$ cat src/rtl/core/cbpy_pkg.sv
// Package: shared constants, types and the CORDIC arctangent table.
package cbpy_pkg;

   localparam int COMPONENT_FRAC_BITS = 14;
   localparam int TURN_UNITS = 23040;
   localparam int QUARTER_UNITS = 5760;
   localparam int CORDIC_STEPS = 24;
   localparam int STEP_BITS = 5;
   localparam logic signed [33:0] CORDIC_GAIN_Q30 = 34'sd652032874;
   localparam logic signed [33:0] ONE_Q30 = 34'sd1073741824;
   localparam logic [31:0] RESET_TRANS_Y = 32'd196608;

   typedef enum logic {
      REQ_ROTATE = 1'b0,
      REQ_MOVE   = 1'b1
   } req_kind_type;

   // Datapath command selects
   typedef enum logic [2:0] {
      CMD_NONE,
      CMD_LOAD_PITCH,
      CMD_LOAD_YAW,
      CMD_CORDIC_STEP,
      CMD_FINISH_PITCH,
      CMD_FINISH_YAW,
      CMD_PRODUCTS,
      CMD_COMPOSE
   } dp_cmd_type;

   typedef struct packed {
      dp_cmd_type cmd;
      logic [STEP_BITS-1:0] step;
      logic move;
      logic load_move;
   } ctrl_type;

   typedef struct packed {
      logic [15:0] right_x;
      logic [15:0] right_y;
      logic [15:0] right_z;
      logic [15:0] up_x;
      logic [15:0] up_y;
      logic [15:0] up_z;
      logic [15:0] fwd_x;
      logic [15:0] fwd_y;
      logic [15:0] fwd_z;
      logic [31:0] trans_x;
      logic [31:0] trans_y;
      logic [31:0] trans_z;
   } rsp_type;

   typedef struct packed {
      logic [0:0] req_type;
      logic [15:0] pitch_angle;
      logic [15:0] yaw_angle;
      logic [31:0] pos_x;
      logic [31:0] pos_y;
      logic [31:0] pos_z;
   } req_type_type;

   function automatic logic signed [33:0] atan_entry(input logic [STEP_BITS-1:0] i);
      logic signed [33:0] v;
      case (i)
         5'd0:  v = 34'sd2949120;
         5'd1:  v = 34'sd1740967;
         5'd2:  v = 34'sd919879;
         5'd3:  v = 34'sd466945;
         5'd4:  v = 34'sd234379;
         5'd5:  v = 34'sd117304;
         5'd6:  v = 34'sd58666;
         5'd7:  v = 34'sd29335;
         5'd8:  v = 34'sd14668;
         5'd9:  v = 34'sd7334;
         5'd10: v = 34'sd3667;
         5'd11: v = 34'sd1833;
         5'd12: v = 34'sd917;
         5'd13: v = 34'sd458;
         5'd14: v = 34'sd229;
         5'd15: v = 34'sd115;
         5'd16: v = 34'sd57;
         5'd17: v = 34'sd29;
         5'd18: v = 34'sd14;
         5'd19: v = 34'sd7;
         5'd20: v = 34'sd4;
         5'd21: v = 34'sd2;
         5'd22: v = 34'sd1;
         5'd23: v = 34'sd1;
         default: v = 34'sd0;
      endcase
      return v;
   endfunction

   // Round half up from Q30 to component scale and saturate to 16 bits
   function automatic logic [15:0] to_component(input logic signed [35:0] v);
      logic signed [35:0] r;
      r = (v + (36'sd1 <<< (29 - COMPONENT_FRAC_BITS))) >>> (30 - COMPONENT_FRAC_BITS);
      if (r > 36'sd32767) return 16'h7fff;
      else if (r < -36'sd32768) return 16'h8000;
      else return r[15:0];
   endfunction

endpackage

$ cat src/rtl/core/cbpy_ctrl.sv
// Controller: sequences angle reduction, CORDIC iterations and basis composition.
module cbpy_ctrl import cbpy_pkg::*; (
   input  logic clock,
   input  logic reset,
   input  logic req_valid,
   input  logic req_move,
   output logic req_ready,
   output logic rsp_valid,
   input  logic rsp_ready,
   output ctrl_type ctrl
);
   typedef enum logic [2:0] {
      S_IDLE, S_CORDIC_P, S_FIN_P, S_CORDIC_Y, S_FIN_Y, S_PROD, S_COMP
   } state_type;

   state_type state_ff, state_in;
   logic [STEP_BITS-1:0] step_ff, step_in;
   logic rsp_valid_ff, rsp_valid_in;
   logic accept;

   assign req_ready = (state_ff == S_IDLE) && (!rsp_valid_ff || rsp_ready);
   assign accept = req_valid && req_ready;
   assign rsp_valid = rsp_valid_ff;

   always_comb begin
      state_in = state_ff;
      step_in = step_ff;
      rsp_valid_in = rsp_valid_ff && !rsp_ready;
      ctrl = '0;
      ctrl.cmd = CMD_NONE;
      ctrl.step = step_ff;
      ctrl.move = req_move;
      case (state_ff)
         S_IDLE: begin
            if (accept) begin
               if (req_move) begin
                  ctrl.load_move = 1'b1;
                  rsp_valid_in = 1'b1;
               end else begin
                  ctrl.cmd = CMD_LOAD_PITCH;
                  step_in = '0;
                  state_in = S_CORDIC_P;
               end
            end
         end
         S_CORDIC_P, S_CORDIC_Y: begin
            ctrl.cmd = CMD_CORDIC_STEP;
            step_in = step_ff + 1'b1;
            if (step_ff == STEP_BITS'(CORDIC_STEPS - 1))
               state_in = (state_ff == S_CORDIC_P) ? S_FIN_P : S_FIN_Y;
         end
         S_FIN_P: begin
            ctrl.cmd = CMD_FINISH_PITCH;
            state_in = S_CORDIC_Y;
            step_in = '0;
         end
         S_FIN_Y: begin
            ctrl.cmd = CMD_FINISH_YAW;
            state_in = S_PROD;
         end
         S_PROD: begin
            ctrl.cmd = CMD_PRODUCTS;
            state_in = S_COMP;
         end
         S_COMP: begin
            ctrl.cmd = CMD_COMPOSE;
            rsp_valid_in = 1'b1;
            state_in = S_IDLE;
         end
         default: state_in = S_IDLE;
      endcase
      // yaw load rides on the pitch finish step
      if (state_ff == S_FIN_P) ctrl.load_move = 1'b0;
   end

   always_ff @(posedge clock) begin
      if (reset) begin
         state_ff <= S_IDLE;
         step_ff <= '0;
         rsp_valid_ff <= 1'b0;
      end else begin
         state_ff <= state_in;
         step_ff <= step_in;
         rsp_valid_ff <= rsp_valid_in;
      end
   end

   a_busy_no_ready: assert property (@(posedge clock) disable iff (reset)
      state_ff != S_IDLE |-> !req_ready) else $error("ready while busy");
   a_comp_valid: assert property (@(posedge clock) disable iff (reset)
      state_ff == S_COMP |=> rsp_valid) else $error("no response after compose");
   a_step_range: assert property (@(posedge clock) disable iff (reset)
      step_ff <= STEP_BITS'(CORDIC_STEPS)) else $error("step overrun");
endmodule

$ cat config.mk
export PLATFORM = sky130hd
export DESIGN_NAME = cbpy_ctrl
export DESIGN_NICKNAME = d
export VERILOG_FILES = /design/src/rtl/core/cbpy_pkg.sv /design/src/rtl/core/cbpy_ctrl.sv
export SDC_FILE = /design/constraint.sdc
export NUM_CORES = 1
export LEC_CHECK = 0
export BUFFER_PORTS_ARGS = -buffer_cell sky130_fd_sc_hd__buf_2
export CORE_AREA = 2 2 39 41
export DETAILED_ROUTE_END_ITERATION = 12
export DIE_AREA = 0 0 41 43
export PLACE_DENSITY = 0.65
export SETUP_SLACK_MARGIN = 0.4
export SYNTH_ARGS = -nofsm -noshare
export SYNTH_HDL_FRONTEND = slang
export SYNTH_SLANG_ARGS = --single-unit
$ cat constraint.sdc
create_clock -name clock -period 1.45 [get_ports clock]
set_input_delay 0.29 -clock clock [delete_from_list [all_inputs] [get_ports clock]]
set_output_delay 0.29 -clock clock [all_outputs]
set_load 0.1 [all_outputs]
### Yosys cells after proc, flatten, opt, wreduce, memory -nomap -nowiden

Index checks and enable logic that the tools add are counted.
Widths: inputs -> output; s select.

* output and inout bits: 12
* logic and storage cells: 43
* input port bits: 5
* register bits after elaboration: 9

* reductions and logical operators: 11
* equality and inequality tests: 10
* mux-type cells: 18
* $add $sub $neg: 1

Operators by type and width (number)
* $pmux 3 s6: 1
* $pmux 3 s5: 1
* $pmux 5 s3: 1
* $mux 3: 4
* $mux 5: 2
* $eq 3x3->1 const B: 3
* $mux 1: 8
* $eq 3x2->1 const B: 2
* $ne 2x2->1 const B: 3
* $reduce_and 3->1: 2
* $add 5x1->5 const B: 1
* $eq 5x5->1 const B: 1
* $eq 3x1->1 const B: 1
* $logic_and 1x1->1: 3
* $logic_not 3->1: 1
* $reduce_bool 3->1: 1
* $logic_not 1->1: 2
* $pmux 1 s2: 1
* $reduce_or 2->1: 1
* $logic_or 1x1->1: 1

### Longest topological paths before layout

* depth in word-level cells: 7
* depth in mapped cells: 5
* gate-level depth less buffers: 5

### Worst setup path before layout

No wires, ideal clock.

* kind: flip-flop to output port
* from: reg rsp_valid_ff, in the netlist rsp_valid
* to: out ctrl[7] in the netlist's numbering
* cell stages (with the launch flop): 5
* data required time: 1160 ps
* path buffers: 0
* slack: -1794 ps
* arrival: 2954 ps
* path through: dfxtp_1 -> nand2b_4 -> and3b_4 -> a211oi_1 -> a21oi_1

RTL lines
* start: declaration: RTL line cbpy_ctrl.sv:18 `logic rsp_valid_ff, rsp_valid_in;`
* start signal: assignment: RTL line cbpy_ctrl.sv:84 `rsp_valid_ff <= rsp_valid_in;`
* end: declaration: RTL line cbpy_ctrl.sv:10 `output ctrl_type ctrl`

==> Flow_metrics.wiki <==
{| class="wikitable"
! Metric !! Value
|-
| Run status || complete, but fails checks
|-
| Failing checks || setup timing
|-
| Register area share after synthesis || 0.331
|-
| Total number of clock tree sinks || 9
|-
| Library cells used by synthesis || 29
|-
| Fin Hold WS || 0.312 ns
|-
| Fraction of post-synthesis cell area in the top cell type by area || 0.331
|-
| Number of DRC markers in iteration 0 || 22
|-
| Number of H-tree levels || 1
|-
| Top cell type by total area after synthesis || sky130_fd_sc_hd__dfxtp_1
|-
| Initial standard-cell utilization of the core || 0.393
|-
| Height of the die || 43 µm
|-
| Final net count || 109
|-
| Relative max-transition margin || 0.841
|-
| Crit Path Class || flip-flop to primary output
|-
| Clock-pin slew on the worst setup and hold paths || ~0.070 ns
|-
| Total clock buffers created by CTS || 3
|-
| Final HPWL DP || approximately 950 µm
|-
| RSZ-0062 raised after global routing || yes
|-
| Worst min-delay path class || primary input to flip-flop
|-
| Pins over their slew limit || 0
|-
| GRT Residual Overflow || 0
|-
| Fin worst setup slack || -0.265 ns
|-
| CTS root buffer || sky130_fd_sc_hd__clkbuf_4
|-
| Mean instance size in the synthesized netlist || between 8 and 9 µm²
|-
| Transition time of the tightest slew-check pin || around 0.24 ns
|-
| Setup Viol. Count Final || 5
|-
| Initial antenna violation count || 0
|-
| Number of standard cells in the final layout excluding fillers || 118
|-
| Worst reg2reg path depth || 5
|-
| Final period demand of the worst path || 1.71 ns
|-
| Area of the core region || 0.00138 mm²
|-
| Number of register bits inferred by synthesis || 9
|-
| Max Clk Rate || ~0.6 GHz
|-
| Number of antenna repair diodes || 0
|-
| Share of final-layout standard cells stronger than drive strength 1 || 0.725
|-
| Clock insertion delay at the later pin of the skew report || 0.28 ns
|-
| Number of max-capacitance violations reported || 0
|-
| Peak supply drop || 1.17 mV
|-
| GPL Wtd Cong || slightly above 0.7
|-
| Via count of the first global-routing pass || slightly above 600
|-
| Critical Path Source Type || flip-flop
|-
| Number of buffer cells added on primary ports || 16
|-
| Final hold violation count || 0
|-
| Final design utilization || 0.898
|-
| Die outline area || ~0.0018 mm²
|-
| Layout area overhead || 128%
|-
| Syn Std Cell Area || between 500 and 600 µm²
|-
| Max FO, Critical Path || 2
|-
| Global-route wire length before repair || 2840 µm
|-
| Instance count along the most critical hold path || 2
|-
| Via-to-Cell Ratio || ~5.6
|-
| Post-DR wirelength/cell || 19.3 µm
|-
| Worst slack at placement || -0.133 ns
|-
| Placed Cells || 97
|-
| DRC violation count after routing || 0
|-
| Fill cells || 55
|-
| Largest net degree at the start of global routing || 16
|-
| Dominant cells by area after synthesis || sky130_fd_sc_hd__dfxtp_1 33%, sky130_fd_sc_hd__a21oi_1 9.2%, sky130_fd_sc_hd__o21ai_1 5.5%
|-
| TritonCTS clock tree || built
|-
| Syn_nets || 68
|-
| # rows || 14
|-
| Number of top-level pins || 17
|-
| Critical path capture point type || primary output
|-
| Antenna Nets Post-Route || 0
|-
| Required arrival time at the worst endpoint || approximately 1.2 ns
|-
| Count of TritonRoute iterations in the first routing pass || 4
|-
| Layout Skew || 0.00556 ns
|-
| Leakage dissipation || a little under 0.5 nW
|-
| Number of warning messages in the yosys log || 0
|-
| Data arrival time at the worst-slack endpoint || about 1.4 ns
|-
| Total power density per cell area || 1150 mW/mm²
|-
| Fin crit share || 1.18
|-
| Total number of vias || 660
|-
| Overall die width || approximately 40 µm
|-
| Total wirelength of the detailed-routed design || around 2300 µm
|-
| Total routing resource utilization after global routing || 0.244
|-
| Post-layout power || approximately 1.4 mW
|-
| Post-synthesis cell count || a little over 60
|-
| Clock tree buffer depth || 2
|}
## cells in the mapped netlist
library cell                n
sky130_fd_sc_hd__a21oi_1   10
sky130_fd_sc_hd__nor3_2     1
sky130_fd_sc_hd__buf_2      2
sky130_fd_sc_hd__nor4b_1    2
sky130_fd_sc_hd__a211oi_4   1
sky130_fd_sc_hd__mux2i_1    1
sky130_fd_sc_hd__xnor2_1    1
sky130_fd_sc_hd__a211o_1    1
sky130_fd_sc_hd__nor2b_4    1
sky130_fd_sc_hd__nor2_2     1
sky130_fd_sc_hd__nand4b_1   1
sky130_fd_sc_hd__dfxtp_1    9
sky130_fd_sc_hd__a31oi_1    3
sky130_fd_sc_hd__and3_1     1
sky130_fd_sc_hd__nand2b_1   1
sky130_fd_sc_hd__nand2_1    4
sky130_fd_sc_hd__buf_1      1
sky130_fd_sc_hd__nand2b_4   1
sky130_fd_sc_hd__a211oi_1   2
sky130_fd_sc_hd__nor2_1     2
sky130_fd_sc_hd__nand3_1    2
sky130_fd_sc_hd__and3b_4    1
sky130_fd_sc_hd__mux2_2     1
sky130_fd_sc_hd__nand3b_1   1
sky130_fd_sc_hd__o21ai_0    1
sky130_fd_sc_hd__buf_4      2
sky130_fd_sc_hd__o21ai_1    6
sky130_fd_sc_hd__and2b_4    1
sky130_fd_sc_hd__ha_1       1
## per-stage QoR
step | setup TNS (ns) | instance area [µm²]
2_1_floorplan | -1.18 | 686
3_3_place_gp | -0.190 | 882
3_5_place_dp | -0.209 | 882
4_1_cts | -0.965 | 1110
5_1_grt | -1.22 | 1240
6_report | -1.08 | 1240
## sequential cells by signal, indices dropped and copies added (netlist names)
name,count
rsp_valid,1
state_ff,3
step_ff,5
## metal layers
layer  vias to the layer above  GRT usage  share of wire  routed length, µm
met2                        27      0.372           0.50               1150
met1                       317      0.321           0.42                966
met3                         5     0.0995          0.056                128
li1                        311          -              -                  -
met5                         -          0              0                  0
met4                         0     0.0400          0.015                 34
## worst paths after layout
path / start / end / slack [ns]
worst min-delay path: reset / step_ff[3]$_SDFFE_PP0P_ / 0.31
worst min register to register: step_ff[1]$_SDFFE_PP0P_ / step_ff[1]$_SDFFE_PP0P_ / 0.59
worst max register to register: state_ff[0]$_SDFFE_PP0P_ / state_ff[1]$_SDFFE_PP0P_ / 0.18
worst max-delay path: state_ff[1]$_SDFFE_PP0P_ / ctrl[0] / -0.26
## area by class of cell
cell class | instances | area [µm²] | share of cell area
sequential | 9 | 205 | 0.165
timing repair buffer | 41 | 518 | 0.417
tap | 16 | 20.0 | 0.0161
multi-input combinational | 48 | 473 | 0.381
clock buffer | 4 | 26.3 | 0.0211
## critical path, stage by stage (launching register included)
cell and delay (ns):
sky130_fd_sc_hd__dfxtp_2 0.33, sky130_fd_sc_hd__nor2_4 0.12, sky130_fd_sc_hd__and3b_4 0.23, sky130_fd_sc_hd__buf_6 0.10, sky130_fd_sc_hd__and3_4 0.18, sky130_fd_sc_hd__buf_12 0.17
## placed cells by master, fill, tap and decap left out, types with 3 or more instances in the layout
cell type | Yosys | layout
sky130_fd_sc_hd__buf_4 | 2 | 13
sky130_fd_sc_hd__a21oi_1 | 10 | 6
sky130_fd_sc_hd__buf_2 | 2 | 4
sky130_fd_sc_hd__clkbuf_4 | 0 | 3
sky130_fd_sc_hd__nand2_1 | 4 | 3
sky130_fd_sc_hd__buf_6 | 0 | 10
sky130_fd_sc_hd__o21ai_1 | 6 | 5
sky130_fd_sc_hd__a31oi_1 | 3 | 3
sky130_fd_sc_hd__buf_12 | 0 | 13
sky130_fd_sc_hd__dfxtp_4 | 0 | 6
## repair_timing
action,CTS,global route
hold buffers,0,0
pin swaps,7,7
setup buffers,9,8
setup endpoints to repair,20,20
resized for setup,35,12
## report_power, final
part	switching, mW	internal, mW	total, mW
clock	0.108	0.107	0.215
sequential	0.0244	0.262	0.286
combinational	0.525	0.397	0.922
## cell families (layout without fill, tap and decap cells)
kind of cell / count (synthesis) / in the layout / share of synthesized area
AOI/OAI and AO/OA: 24 / 24 / 0.271
xor gates and xnor gates: 1 / 1 / 0.0161
adders and majority gates: 1 / 1 / 0.0230
buffers and inverters: 5 / 45 / 0.0529
DFF: 9 / 9 / 0.331
muxes: 2 / 2 / 0.0391
and+or+nand+nor: 20 / 20 / 0.267
Note: power is estimated with default switching activity, not from simulation.
